$ cat src/rtl/core/stpi_pkg.sv
// shared types and constants for the ramped stepper indexer
package stpi_pkg;

   localparam int TICKS_PER_MS = 1000;
   localparam int SUB_W        = (TICKS_PER_MS > 1) ? $clog2(TICKS_PER_MS) : 1;
   localparam int SHOT_BITS    = 16;

   // dividend holds (shot + 1) * steps_per_rev: 17 + 24 bits
   localparam int DIV_W  = SHOT_BITS + 1 + 24;
   localparam int DVS_W  = 16;
   localparam int DCNT_W = $clog2(DIV_W + 1);

   localparam logic [15:0] PULSE_TICKS  = 16'd3;
   localparam logic [15:0] SETTLE_TICKS = 16'd10;

   localparam logic [2:0] CSR_RAMP_LENGTH   = 3'd0;
   localparam logic [2:0] CSR_START_GAP     = 3'd1;
   localparam logic [2:0] CSR_MIN_GAP       = 3'd2;
   localparam logic [2:0] CSR_DIR_REVERSE   = 3'd3;
   localparam logic [2:0] CSR_SHOT_COUNT    = 3'd4;
   localparam logic [2:0] CSR_STEPS_PER_REV = 3'd5;
   localparam logic [2:0] CSR_INTERVAL_MS   = 3'd6;

   typedef enum logic [2:0] {
      CMD_TICK, CMD_JOG, CMD_INDEX, CMD_GOTO, CMD_ZERO, CMD_RUN, CMD_STOP, CMD_SYNC
   } cmd_type;

   typedef enum logic [2:0] {
      PH_IDLE, PH_SETTLE, PH_PULSE, PH_GAP, PH_RESTORE
   } phase_type;

   typedef enum logic [2:0] {
      SEQ_IDLE, SEQ_MOD, SEQ_MUL, SEQ_TDIV, SEQ_GDIV, SEQ_FIN
   } seq_type;

   typedef struct packed {
      logic             start;
      logic [DIV_W-1:0] dividend;
      logic [DVS_W-1:0] divisor;
   } div_req_type;

   typedef struct packed {
      logic             done;
      logic [DIV_W-1:0] quotient;
      logic [DVS_W-1:0] remainder;
   } div_rsp_type;

endpackage

$ cat src/rtl/core/stepper_indexer_ramped.sv
// ramped stepper indexer: one item is one microsecond tick, with an optional command
// most items need no division; a step gap or a shot target takes one pass through the divider,
// and a goto that needs its shot reduced first takes two; one item in work at a time.
// division runs in the 41-step divider; the result register lets the next item
// enter while a result waits. reset is synchronous and active high; it clears
// all motion state and loads the register defaults.
module stepper_indexer_ramped
   import stpi_pkg::*;
(
   input  logic        clock,
   input  logic        reset,
   input  logic        req_valid,
   output logic        req_stall,
   input  logic [2:0]  req_command,
   input  logic signed [31:0] req_jog_steps,
   input  logic [15:0] req_shot_number,
   output logic        rsp_valid,
   input  logic        rsp_stall,
   output logic        rsp_step_level,
   output logic        rsp_dir_level,
   output logic        rsp_driver_on,
   output logic        rsp_moving,
   output logic        rsp_running,
   output logic [15:0] rsp_shot_index,
   output logic signed [31:0] rsp_position,
   output logic        rsp_accepted,
   input  logic        csr_we,
   input  logic [2:0]  csr_index,
   input  logic [31:0] csr_wdata
);

   // configuration
   logic [15:0] ramp_len_ff, start_gap_ff, min_gap_ff, shot_count_ff;
   logic        dir_rev_ff;
   logic [23:0] spr_ff;
   logic [31:0] interval_ff;

   // sequencer and latched item
   seq_type     seq_ff, seq_in;
   cmd_type     cmd_ff, cmd_in;
   logic [31:0] jog_ff, jog_in;
   logic [SHOT_BITS:0] n_ff, n_in;

   // motion state
   phase_type   phase_ff, phase_in;
   logic [15:0] pc_ff, pc_in;
   logic [31:0] step_ff, step_in, total_ff, total_in;
   logic [15:0] ramp_ff, ramp_in;
   logic        rev_ff, rev_in, drv_ff, drv_in, run_ff, run_in, auto_ff, auto_in;
   logic [SHOT_BITS-1:0] shot_ff, shot_in, pshot_ff, pshot_in;
   logic [31:0] pos_ff, pos_in, pdelta_ff, pdelta_in;
   logic        pwrap_ff, pwrap_in;
   logic [31:0] dl_ff, dl_in, ms_ff, ms_in;
   logic [SUB_W-1:0] sub_ff, sub_in;

   // result register
   logic        rv_ff;
   logic        o_step_ff, o_dir_ff, o_drv_ff, o_mov_ff, o_run_ff, o_acc_ff;
   logic [15:0] o_shot_ff;
   logic [31:0] o_pos_ff;
   logic        o_step_in, o_dir_in, o_acc_in;

   div_req_type div_req;
   div_rsp_type div_rsp;

   logic        accept, fin_fire, tick_due, ramp_branch, gap_start;
   logic [15:0] pc_dec, d1, span, gap_x;
   logic [31:0] ramp32, xdiff, dl_diff;
   logic [15:0] shots_div;

   stpi_div u_div (
      .clock   (clock),
      .reset   (reset),
      .div_req (div_req),
      .div_rsp (div_rsp)
   );

   assign accept    = req_valid && !req_stall;
   assign req_stall = (seq_ff != SEQ_IDLE);
   assign fin_fire  = (seq_ff == SEQ_FIN) && (!rv_ff || !rsp_stall);

   assign pc_dec    = pc_ff - {15'd0, (pc_ff != 16'd0)};
   assign d1        = (min_gap_ff > start_gap_ff) ? start_gap_ff : min_gap_ff;
   assign span      = start_gap_ff - d1;
   assign ramp32    = {16'd0, ramp_ff};
   assign xdiff     = total_ff - 32'd1 - step_ff;
   assign ramp_branch = (ramp_ff != 16'd0) &&
                        ((step_ff < ramp32) || (step_ff >= total_ff - ramp32));
   assign gap_x     = (step_ff < ramp32) ? step_ff[15:0] : xdiff[15:0];
   assign gap_start = (phase_ff == PH_PULSE) && (pc_dec == 16'd0) && ramp_branch;
   assign dl_diff   = ms_ff - dl_ff;
   assign tick_due  = run_ff && !dl_diff[31];
   assign shots_div = (shot_count_ff == 16'd0) ? 16'd1 : shot_count_ff;

   // sequencer
   always_comb begin
      seq_in  = seq_ff;
      cmd_in  = cmd_ff;
      jog_in  = jog_ff;
      n_in    = n_ff;
      div_req = '0;
      unique case (seq_ff)
         SEQ_IDLE: begin
            if (accept) begin
               cmd_in = cmd_type'(req_command);
               jog_in = req_jog_steps;
               n_in   = {1'b0, req_shot_number};
               if (phase_ff != PH_IDLE) begin
                  if (gap_start) begin
                     div_req.start    = 1'b1;
                     div_req.dividend = DIV_W'(span * gap_x);
                     div_req.divisor  = ramp_ff;
                     seq_in = SEQ_GDIV;
                  end else begin
                     seq_in = SEQ_FIN;
                  end
               end else if (cmd_type'(req_command) == CMD_INDEX ||
                            (cmd_type'(req_command) == CMD_TICK && tick_due)) begin
                  n_in   = {1'b0, shot_ff} + 1'b1;
                  seq_in = SEQ_MUL;
               end else if (cmd_type'(req_command) == CMD_GOTO) begin
                  if (shot_count_ff != 16'd0 && req_shot_number >= shot_count_ff) begin
                     div_req.start    = 1'b1;
                     div_req.dividend = DIV_W'(req_shot_number);
                     div_req.divisor  = shot_count_ff;
                     seq_in = SEQ_MOD;
                  end else begin
                     seq_in = SEQ_MUL;
                  end
               end else begin
                  seq_in = SEQ_FIN;
               end
            end
         end
         SEQ_MOD: begin
            if (div_rsp.done) begin
               n_in   = {1'b0, div_rsp.remainder};
               seq_in = SEQ_MUL;
            end
         end
         SEQ_MUL: begin
            div_req.start    = 1'b1;
            div_req.dividend = n_ff * spr_ff;
            div_req.divisor  = shots_div;
            seq_in = SEQ_TDIV;
         end
         SEQ_TDIV, SEQ_GDIV: begin
            if (div_rsp.done) seq_in = SEQ_FIN;
         end
         SEQ_FIN: begin
            if (fin_fire) seq_in = SEQ_IDLE;
         end
         default: seq_in = SEQ_IDLE;
      endcase
   end

   // one tick of the indexer, applied when the item finishes
   always_comb begin : tick_logic
      logic        do_start, do_commit, do_resched, wrap, is_auto, dir;
      logic [31:0] delta, mag, dl_n, dd;
      logic [SHOT_BITS-1:0] sh_after;
      logic [15:0] g;
      logic [SUB_W:0] sub_p;

      phase_in  = phase_ff;  pc_in     = pc_ff;     step_in  = step_ff;
      total_in  = total_ff;  ramp_in   = ramp_ff;   rev_in   = rev_ff;
      drv_in    = drv_ff;    run_in    = run_ff;    auto_in  = auto_ff;
      shot_in   = shot_ff;   pshot_in  = pshot_ff;  pos_in   = pos_ff;
      pdelta_in = pdelta_ff; pwrap_in  = pwrap_ff;  dl_in    = dl_ff;
      ms_in     = ms_ff;

      do_start = 1'b0; do_commit = 1'b0; do_resched = 1'b0;
      wrap = 1'b0; is_auto = 1'b0; delta = '0; sh_after = shot_ff;
      o_acc_in = 1'b1;
      g = d1;

      if (phase_ff != PH_IDLE) begin
         pc_in = pc_dec;
         if (cmd_ff != CMD_TICK) o_acc_in = 1'b0;
         if (pc_dec == 16'd0) begin
            case (phase_ff)
               PH_SETTLE: begin
                  phase_in = PH_PULSE;
                  pc_in    = PULSE_TICKS;
               end
               PH_PULSE: begin
                  g = ramp_branch ? start_gap_ff - div_rsp.quotient[15:0] : d1;
                  phase_in = PH_GAP;
                  pc_in    = (g > PULSE_TICKS) ? g - PULSE_TICKS : 16'd1;
               end
               PH_GAP: begin
                  step_in = step_ff + 32'd1;
                  if (step_in < total_ff) begin
                     phase_in = PH_PULSE;
                     pc_in    = PULSE_TICKS;
                  end else begin
                     do_commit = 1'b1;
                     if (rev_ff) begin
                        phase_in = PH_RESTORE;
                        pc_in    = SETTLE_TICKS;
                     end else begin
                        phase_in   = PH_IDLE;
                        do_resched = 1'b1;
                     end
                  end
               end
               default: begin
                  phase_in   = PH_IDLE;
                  rev_in     = 1'b0;
                  do_resched = 1'b1;
               end
            endcase
         end
      end else begin
         case (cmd_ff)
            CMD_TICK, CMD_INDEX: begin
               if (cmd_ff == CMD_INDEX || tick_due) begin
                  do_start = 1'b1;
                  delta    = div_rsp.quotient[31:0] - pos_ff;
                  sh_after = n_ff[SHOT_BITS-1:0];
                  wrap     = (n_ff >= {1'b0, shot_count_ff});
                  is_auto  = (cmd_ff == CMD_TICK);
               end
            end
            CMD_JOG: begin
               do_start = 1'b1;
               delta    = jog_ff;
            end
            CMD_GOTO: begin
               do_start = 1'b1;
               delta    = div_rsp.quotient[31:0] - pos_ff;
               sh_after = n_ff[SHOT_BITS-1:0];
            end
            CMD_ZERO: begin
               shot_in = '0;
               pos_in  = '0;
            end
            CMD_RUN: begin
               drv_in = 1'b1;
               run_in = 1'b1;
               dl_in  = ms_ff + interval_ff;
            end
            CMD_STOP: run_in = 1'b0;
            default:  dl_in  = ms_ff + interval_ff;
         endcase
      end

      mag = delta[31] ? 32'd0 - delta : delta;
      if (do_start) begin
         pdelta_in = delta;
         pshot_in  = sh_after;
         pwrap_in  = wrap;
         auto_in   = is_auto;
         if (delta == 32'd0) begin
            do_commit  = 1'b1;
            do_resched = 1'b1;
         end else begin
            rev_in   = delta[31];
            drv_in   = 1'b1;
            ramp_in  = ({15'd0, ramp_len_ff, 1'b0} > mag) ? mag[16:1] : ramp_len_ff;
            total_in = mag;
            step_in  = '0;
            phase_in = delta[31] ? PH_SETTLE : PH_PULSE;
            pc_in    = delta[31] ? SETTLE_TICKS : PULSE_TICKS;
         end
      end

      if (do_commit) begin
         if (pwrap_in) begin
            shot_in = '0;
            pos_in  = '0;
         end else begin
            shot_in = pshot_in;
            pos_in  = pos_ff + pdelta_in;
         end
      end

      // run-mode deadline moves on, with catch-up when already late
      dl_n = dl_ff + interval_ff;
      dd   = ms_ff - dl_n;
      if (do_resched && auto_in) begin
         auto_in = 1'b0;
         dl_in   = (dd != 32'd0 && !dd[31]) ? ms_ff + interval_ff : dl_n;
      end

      dir = !dir_rev_ff;
      if (rev_in && (phase_in == PH_SETTLE || phase_in == PH_PULSE || phase_in == PH_GAP))
         dir = !dir;
      o_dir_in  = dir;
      o_step_in = (phase_in == PH_PULSE);

      sub_p = {1'b0, sub_ff} + 1'b1;
      if (sub_p >= (SUB_W+1)'(TICKS_PER_MS)) begin
         sub_in = '0;
         ms_in  = ms_ff + 32'd1;
      end else begin
         sub_in = sub_p[SUB_W-1:0];
      end
   end

   always_ff @(posedge clock) begin
      cmd_ff <= cmd_in;
      jog_ff <= jog_in;
      n_ff   <= n_in;
      if (fin_fire) begin
         o_step_ff <= o_step_in;
         o_dir_ff  <= o_dir_in;
         o_drv_ff  <= drv_in;
         o_mov_ff  <= (phase_in != PH_IDLE);
         o_run_ff  <= run_in;
         o_shot_ff <= shot_in;
         o_pos_ff  <= pos_in;
         o_acc_ff  <= o_acc_in;
      end
      if (reset) begin
         seq_ff <= SEQ_IDLE;
         rv_ff  <= 1'b0;
         ramp_len_ff <= 16'd16;  start_gap_ff <= 16'd2000; min_gap_ff <= 16'd500;
         dir_rev_ff  <= 1'b0;    shot_count_ff <= 16'd36;  spr_ff <= 24'd3200;
         interval_ff <= 32'd2000;
         phase_ff <= PH_IDLE; pc_ff <= '0; step_ff <= '0; total_ff <= '0; ramp_ff <= '0;
         rev_ff <= 1'b0; drv_ff <= 1'b0; run_ff <= 1'b0; auto_ff <= 1'b0;
         shot_ff <= '0; pshot_ff <= '0; pos_ff <= '0; pdelta_ff <= '0; pwrap_ff <= 1'b0;
         dl_ff <= '0; ms_ff <= '0; sub_ff <= '0;
      end else begin
         seq_ff <= seq_in;
         if (fin_fire)                rv_ff <= 1'b1;
         else if (rv_ff && !rsp_stall) rv_ff <= 1'b0;
         if (csr_we) begin
            unique case (csr_index)
               CSR_RAMP_LENGTH:   ramp_len_ff   <= csr_wdata[15:0];
               CSR_START_GAP:     start_gap_ff  <= csr_wdata[15:0];
               CSR_MIN_GAP:       min_gap_ff    <= csr_wdata[15:0];
               CSR_DIR_REVERSE:   dir_rev_ff    <= csr_wdata[0];
               CSR_SHOT_COUNT:    shot_count_ff <= csr_wdata[15:0];
               CSR_STEPS_PER_REV: spr_ff        <= csr_wdata[23:0];
               CSR_INTERVAL_MS:   interval_ff   <= csr_wdata;
               default: ;
            endcase
         end
         if (fin_fire) begin
            phase_ff <= phase_in; pc_ff <= pc_in; step_ff <= step_in;
            total_ff <= total_in; ramp_ff <= ramp_in; rev_ff <= rev_in;
            drv_ff <= drv_in; run_ff <= run_in; auto_ff <= auto_in;
            shot_ff <= shot_in; pshot_ff <= pshot_in; pos_ff <= pos_in;
            pdelta_ff <= pdelta_in; pwrap_ff <= pwrap_in; dl_ff <= dl_in;
            ms_ff <= ms_in; sub_ff <= sub_in;
         end
      end
   end

   assign rsp_valid      = rv_ff;
   assign rsp_step_level = o_step_ff;
   assign rsp_dir_level  = o_dir_ff;
   assign rsp_driver_on  = o_drv_ff;
   assign rsp_moving     = o_mov_ff;
   assign rsp_running    = o_run_ff;
   assign rsp_shot_index = o_shot_ff;
   assign rsp_position   = o_pos_ff;
   assign rsp_accepted   = o_acc_ff;

`ifndef SYNTHESIS
   a_done_when_waiting: assert property (@(posedge clock) disable iff (reset)
      div_rsp.done |-> (seq_ff == SEQ_MOD || seq_ff == SEQ_TDIV || seq_ff == SEQ_GDIV))
      else $error("divider result arrived while no division was pending");
   a_pulse_means_moving: assert property (@(posedge clock) disable iff (reset)
      (rv_ff && o_step_ff) |-> o_mov_ff)
      else $error("step pulse shown outside a move");
`endif

endmodule

$ cat src/rtl/core/stpi_div.sv
// shared restoring divider, one quotient bit per cycle
module stpi_div
   import stpi_pkg::*;
(
   input  logic        clock,
   input  logic        reset,
   input  div_req_type div_req,
   output div_rsp_type div_rsp
);

   logic [DIV_W-1:0]  quo_ff, quo_in;
   logic [DVS_W-1:0]  rem_ff, rem_in;
   logic [DVS_W-1:0]  dvs_ff, dvs_in;
   logic [DCNT_W-1:0] cnt_ff, cnt_in;
   logic              busy_ff, busy_in;
   logic              done_ff, done_in;
   logic [DVS_W:0]    trial;

   always_comb begin
      quo_in  = quo_ff;
      rem_in  = rem_ff;
      dvs_in  = dvs_ff;
      cnt_in  = cnt_ff;
      busy_in = busy_ff;
      done_in = 1'b0;
      trial   = {rem_ff, quo_ff[DIV_W-1]};
      if (div_req.start) begin
         quo_in  = div_req.dividend;
         rem_in  = '0;
         dvs_in  = div_req.divisor;
         cnt_in  = DCNT_W'(DIV_W);
         busy_in = 1'b1;
      end else if (busy_ff) begin
         if (trial >= {1'b0, dvs_ff}) begin
            rem_in = DVS_W'(trial - {1'b0, dvs_ff});
            quo_in = {quo_ff[DIV_W-2:0], 1'b1};
         end else begin
            rem_in = trial[DVS_W-1:0];
            quo_in = {quo_ff[DIV_W-2:0], 1'b0};
         end
         cnt_in = cnt_ff - 1'b1;
         if (cnt_ff == DCNT_W'(1)) begin
            busy_in = 1'b0;
            done_in = 1'b1;
         end
      end
   end

   always_ff @(posedge clock) begin
      quo_ff <= quo_in;
      rem_ff <= rem_in;
      dvs_ff <= dvs_in;
      cnt_ff <= cnt_in;
      if (reset) begin
         busy_ff <= 1'b0;
         done_ff <= 1'b0;
      end else begin
         busy_ff <= busy_in;
         done_ff <= done_in;
      end
   end

   assign div_rsp.done      = done_ff;
   assign div_rsp.quotient  = quo_ff;
   assign div_rsp.remainder = rem_ff;

`ifndef SYNTHESIS
   a_start_idle: assert property (@(posedge clock) disable iff (reset)
      div_req.start |-> !busy_ff)
      else $error("divider started while busy");
   a_done_after_busy: assert property (@(posedge clock) disable iff (reset)
      done_ff |-> $past(busy_ff))
      else $error("divider done without a running division");
`endif

endmodule
$ cat config.mk
export PLATFORM = sky130hd
export DESIGN_NAME = stepper_indexer_ramped
export DESIGN_NICKNAME = d
export VERILOG_FILES = /design/src/rtl/core/stpi_pkg.sv /design/src/rtl/core/stepper_indexer_ramped.sv /design/src/rtl/core/stpi_div.sv
export SDC_FILE = /design/constraint.sdc
export NUM_CORES = 2
export LEC_CHECK = 0
export BUFFER_PORTS_ARGS = -buffer_cell sky130_fd_sc_hd__buf_2
export CAP_MARGIN = 30
export CORE_MARGIN = 5
export CORE_UTILIZATION = 46
export CTS_CLUSTER_SIZE = 40
export DETAILED_ROUTE_END_ITERATION = 16
export GPL_TIMING_DRIVEN = 0
export PLACE_DENSITY_LB_ADDON = 0.1
export SLEW_MARGIN = 25
export SYNTH_ARGS = -nofsm -noshare
export SYNTH_HDL_FRONTEND = slang
export SYNTH_SLANG_ARGS = --single-unit
$ cat constraint.sdc
create_clock -name clock -period 25.1 [get_ports clock]
set_input_delay 5.02 -clock clock [delete_from_list [all_inputs] [get_ports clock]]
set_output_delay 5.02 -clock clock [all_outputs]
set_load 0.005 [all_outputs]
# Yosys cells after proc, flatten, opt, wreduce, memory -nomap -nowiden
# Index checks and enable logic that the tools add are counted.
[totals]
wordCells = 290
out_inout_bits = 56
inputBits = 91
register_bits = 586
[classes]
mux = 119
bitwise = 2
addsub = 20
reduce_logical = 62
n_lt_le_gt_ge = 10
n_eq_ne = 32
n_mul = 2
[op_table]
columns = ["op", "n"]
rows = [
  ["$mux 32", 17],
  ["$mux 58", 6],
  ["$mux 16", 20],
  ["$pmux 58 s2", 1],
  ["$add 32x32->32", 3],
  ["$pmux 32 s3", 1],
  ["$sub 32x32->32", 3],
  ["$mux 41", 2],
  ["$mux 17", 4],
  ["$add 32x1->32 const B", 2],
  ["$sub 16x16->16", 4],
  ["$pmux 16 s3", 1],
  ["$reduce_bool 16->1", 3],
  ["$mux 1", 43],
  ["$mul 17x24->41", 1],
  ["$mux 3", 13],
  ["$eq 3x2->1 const B", 12],
  ["$ge 17x16->1", 2],
  ["$pmux 17 s2", 1],
  ["$ge 32x32->1", 1],
  ["$gt 17x32->1", 1],
  ["$logic_not 16->1", 2],
  ["$logic_not 32->1", 1],
  ["$lt 32x16->1", 1],
  ["40 further kinds", 102],
]

# Depth between registers and ports, before layout
[depth]
ltp_word = 15
depth_mapped = 54
mapped_depth_nobuf = 50

# By module
# A second synthesis with hierarchy kept.
[hier_totals]
hier_cells = 7922
hier_area_um2 = 64987.3
[modules_own_cells]
columns = ["mod", "cells_per_inst", "instances", "area_each_um2", "seq_area_each_um2"]
rows = [
  ["stepper_indexer_ramped", 7555, 1, 60812.1, 11170.7],
  ["stpi_div", 367, 1, 4175.3, 2192.1],
]

# Least setup slack after synthesis
# No wires, ideal clock.
[synth_timing]
path_type = "flip-flop to flip-flop"
start = "register start_gap_ff[1]"
end = "register u_div.quo_ff[31], data pin"
arrival_ns = 11.082
setup_ns = 0.274
slack_ns = 13.743
path_buffers = 4
stages_incl_launch_ff = 52
synth_period_minus_slack_ns = 11.357
required_time_ns = 24.826
cell_sequence = "dfxtp_1 inv_1 ha_1 nor2b_1 o21a_1 o21a_1 o211ai_1 a21oi_1 o21ai_1 clkbuf_1 clkbuf_1 clkbuf_1 a21oi_1 ha_1 nor2b_1 o21ai_0 a21boi_0 o21ai_0 [16 not listed] fa_1 fa_1 fa_1 inv_1 fa_1 inv_1 ha_1 and3_1 a21oi_1 o21ai_0 o21ai_0 o21ai_0 a21oi_1 nor2b_1 nor2_1 o311ai_0 xnor2_1 o221ai_1"
[synth_via]
elab_chain_cells = 9
[synth_rtl]
columns = ["element", "line", "text"]
rows = [
  ["start, declared", "stepper_indexer_ramped.sv:33", "logic [15:0] ramp_len_ff, start_gap_ff, min_gap_ff, shot_count_ff;"],
  ["start signal, assigned", "stepper_indexer_ramped.sv:332", "CSR_START_GAP: start_gap_ff <= csr_wdata[15:0];"],
  ["$gt 16x16->1", "stepper_indexer_ramped.sv:83", "assign d1 = (min_gap_ff > start_gap_ff) ? start_gap_ff : min_gap_ff;"],
  ["$mux 16", "stepper_indexer_ramped.sv:83", ""],
  ["$sub 16x16->16 (*)", "stepper_indexer_ramped.sv:84", "assign span = start_gap_ff - d1;"],
  ["$mul 16x16->32 (*)", "stepper_indexer_ramped.sv:111", "div_req.dividend = DIV_W'(span * gap_x);"],
  ["$mux 58 (*)", "stepper_indexer_ramped.sv:109", "if (gap_start) begin"],
  ["$mux 58 (*)", "stepper_indexer_ramped.sv:108", "if (phase_ff != PH_IDLE) begin"],
  ["$mux 58 (*)", "stepper_indexer_ramped.sv:104", "if (accept) begin"],
  ["$pmux 58 s2 (*)", "stepper_indexer_ramped.sv:102", "unique case (seq_ff)"],
  ["$mux 41 (*)", "stpi_div.sv:27", "if (div_req.start) begin"],
  ["named net u_div.quo_in[31]", "stpi_div.sv:11", "logic [DIV_W-1:0] quo_ff, quo_in;"],
  ["end signal, assigned", "stpi_div.sv:50", "quo_ff <= quo_in;"],
  ["end, declared", "stpi_div.sv:11", ""],
]
# Mark *: on every way through the listed nets, which the timed path passes. The rest lies on a longest branch.
# A chain may end at the register's enable or synchronous reset.

# Final worst setup path
[layout_timing]
start = "register start_gap_ff[13]"
end = "register u_div.quo_ff[29], data pin"
# The elaborated chain is that of the path after synthesis.

==> run_results.csv <==
group,metric,value,unit
run_status,status,"completed",
clock_network,hold_buffers,0,
clock_network,cts_tree,"built",
global_route,track_usage,31.2,%
yosys,yosys.area.top_type,"fa_1",
yosys,synth_top_family_by_area,"adder cells",
routing,drt_iter0_markers,5458,
global_route,antenna_found_initial,17,
clock_network,numClockSinks,586,
die,die-width,382,um
cells_and_area,final_common_cell,"nand2_1",
cells_and_area,final_cell_mix,"nand2_1 (1,179), inv_1 (922), ha_1 (634)",
yosys,synthArstFlopShare,0,%
clock_network,numCtsBuffers,76,
clock_network,ctsRootBufferMaster,"clkbuf_16",
placed_design,dpl-instance-area,66700,um2
yosys,synth.yosys.seq_area_share,21.0,%
placed_design,place.detailed.hpwl,190,mm
die,io_pins,147,
placed_design,portBuffers,144,
yosys,synth_top_area_share,16.8,%
yosys,syn_avg_cell_area,8.15,um2
sta,whs,0.457,ns
yosys,synthTopCellsByArea,"fa_1 (17%), dfxtp_1 (13%), ha_1 (12%)",
hold_path,hp-class,"flip-flop to flip-flop",
yosys,synthSimpleGateAreaFrac,18.7,%
cells_and_area,fin_area,69500,um2
worst_setup_path,worstPathArrival,15.86,ns
worst_setup_path,path_class,"flip-flop to flip-flop",
cells_and_area,fin_nets,9286,
die,rows,136,
sta,hold_viol,0,
clock_network,cts.clk_slew.worst_paths,0.06,ns
sta,fmax,64.7,MHz
routing,via_per_inst,5.84,
job,timing.max_cap.violations,0,
sta,rsz0062_at_grt,"no",
clock_network,cts_setup_buffers,0,
yosys,synthFlopType,"dfxtp_1",
cells_and_area,regMostFlops,"u_div.quo_ff",
global_route,grt_max_degree,36,
sta,finalCriticalPeriod,15.45,ns
sta,maxSlewHeadroom,26.3,%
die,start_util,46.3,%
worst_setup_path,r2r_start,"start_gap_ff[13]",
worst_setup_path,crit_path_frequent_cell,"o21ai_0",
placed_design,globalplace.congestion,0.987,
clock_network,clk_path_buf_depth,3,
clock_network,ctsResizeCount,0,
die,coreArea,137000,um2
routing,post-route-drc-count,0,
yosys,synthAdderAreaFrac,29.3,%
cells_and_area,layout-drive-gt1-share,5.44,%
cells_and_area,multi_input_area,45400,um2
yosys,ys_types,106,
yosys,syn-instance-count,7790,
yosys,syn_nets,9048,
yosys,synth_edf_count,163,
clock_network,cts_htree_levels,3,
die,fp.dieH,382,um
global_route,grt_pass1_wl,346,mm
yosys,synthMuxAreaShare,1.59,%
worst_setup_path,cp_max_fo,10,
yosys,synth_compound_area_share,16.7,%
yosys,ys_seq_elements,586,
routing,via_count,57700,
routing,routed_wl,233,mm
worst_setup_path,slowest_delay,0.84,ns
routing,routedWlPerCell,23.6,um
worst_setup_path,worstSetupEndpointType,"flip-flop",
sta,slew_viol_final,0,
worst_setup_path,crit_start,"start_gap_ff[13]",
cells_and_area,seqCellArea,13400,um2
cells_and_area,syn_to_final_growth,9.37,%
worst_setup_path,start_kind,"flip-flop",
cells_and_area,largest_reg_flops,41,
sta,worstMarginPinSlew,1.10,ns
routing,drtAntennaViolNets,0,
global_route,grt_pass1_vias,54900,
hold_path,hold_path.startpoint,"pshot_ff[3]",
sta,clock_skew,0.0478,ns
worst_setup_path,critPathSlowestCell,"xnor2_1",
cells_and_area,fillCellCount,13400,
yosys,yosys_warnings,0,
sta,setup_violations,0,
clock_network,insertion_delay,0.72,ns
worst_setup_path,required,25.50,ns
yosys,syn_area,63500,um2
global_route,grt_overflow_total,0,
yosys,yosys.area_share.xor_xnor,5.10,%
sta,period_share,61.6,%
sta,fin_setup_tns,0,ns
routing,dr.pass1.iters,6,
die,die_area,146000,um2
==> synthesized netlist by cell type (17+ instances only) <==
cell type and count:
a22o_1 54, and3_1 68, clkbuf_1 303, o211ai_1 25, xor2_1 133, o21bai_1 35, and2_1 142, o21ai_0 361
nand2b_1 77, buf_1 26, inv_1 923, mux2_2 30, a22oi_1 64, nor3b_1 17, a31oi_1 52, nand4_1 54
nor4_1 32, nand3_1 193, mux2i_1 65, nor3_1 102, dfxtp_1 423, o21ai_1 19, o21a_1 46, ha_1 634
o31ai_1 25, a211oi_1 60, a21oi_1 577, a21o_1 119, nand2_1 1179, a211o_1 19, edfxtp_1 163, nor2_1 545
or2_2 31, o22ai_1 18, nor2b_1 64, fa_1 533, xnor2_1 235, or3_1 53, a21boi_0 28
==> routing by layer <==
| layer | wire (um) | part of all wire [%] | GRT usage [%] |
|---|---|---|---|
| met1 | 104000 | 45 | 45.3 |
| met2 | 98800 | 42 | 46.7 |
| met3 | 22400 | 9.6 | 6.70 |
| met4 | 7830 | 3.4 | 9.18 |
| met5 | 26 | 0.011 | 0 |
==> final timing paths <==
check / endpoint / slack (ns) / depth (start not counted)
worst max-delay path: u_div.quo_ff[29] / 9.65 / 51
worst min-delay path: pshot_ff[3] / 0.46 / 2
worst max register to register: u_div.quo_ff[29] / 9.65 / 51
worst min register to register: pshot_ff[3] / 0.46 / 2
==> area by class of cell <==
cell class	instances	area share [%]
tap	1794	3.23
antenna	5	0.0180
inverter	928	5.01
clock inverter	42	0.850
sequential	586	19.2
buffer	347	1.94
clock buffer	98	3.00
timing repair buffer	160	1.35
multi-input combinational	5929	65.4
==> logic make-up (layout without fill, tap and decap cells) <==
family,Yosys count,count (layout)
DFF,586,586
muxes,96,96
AOI/OAI and AO/OA,1673,1673
other,0,5
buffers and inverters,1275,1575
adders and majority gates,1168,1168
and+or+nand+nor,2623,2623
xor gates and xnor gates,369,369
==> critical path, delay by kind of cell (launching register included) <==
family | cells | cell delay, ns
and+or+nand+nor | 9 | 1.54
buffers and inverters | 8 | 2.34
AOI/OAI and AO/OA | 23 | 5.67
DFF | 1 | 0.53
adders and majority gates | 9 | 3.87
xor gates and xnor gates | 2 | 1.19
==> metrics by stage <==
step                      util (%)  std cells  setup slack [ns]
after floorplan                  -       7790             13.74
after global placement        48.4       9728             10.29
after detailed placement      48.6       9741             10.13
after CTS                     50.6       9881             10.06
after global routing          50.6       9884              8.76
final                         50.6       9889              9.65
Power is left out: the tool's default activity adds up to more than one toggle a clock period on the data nets, which glitch-free logic cannot reach.
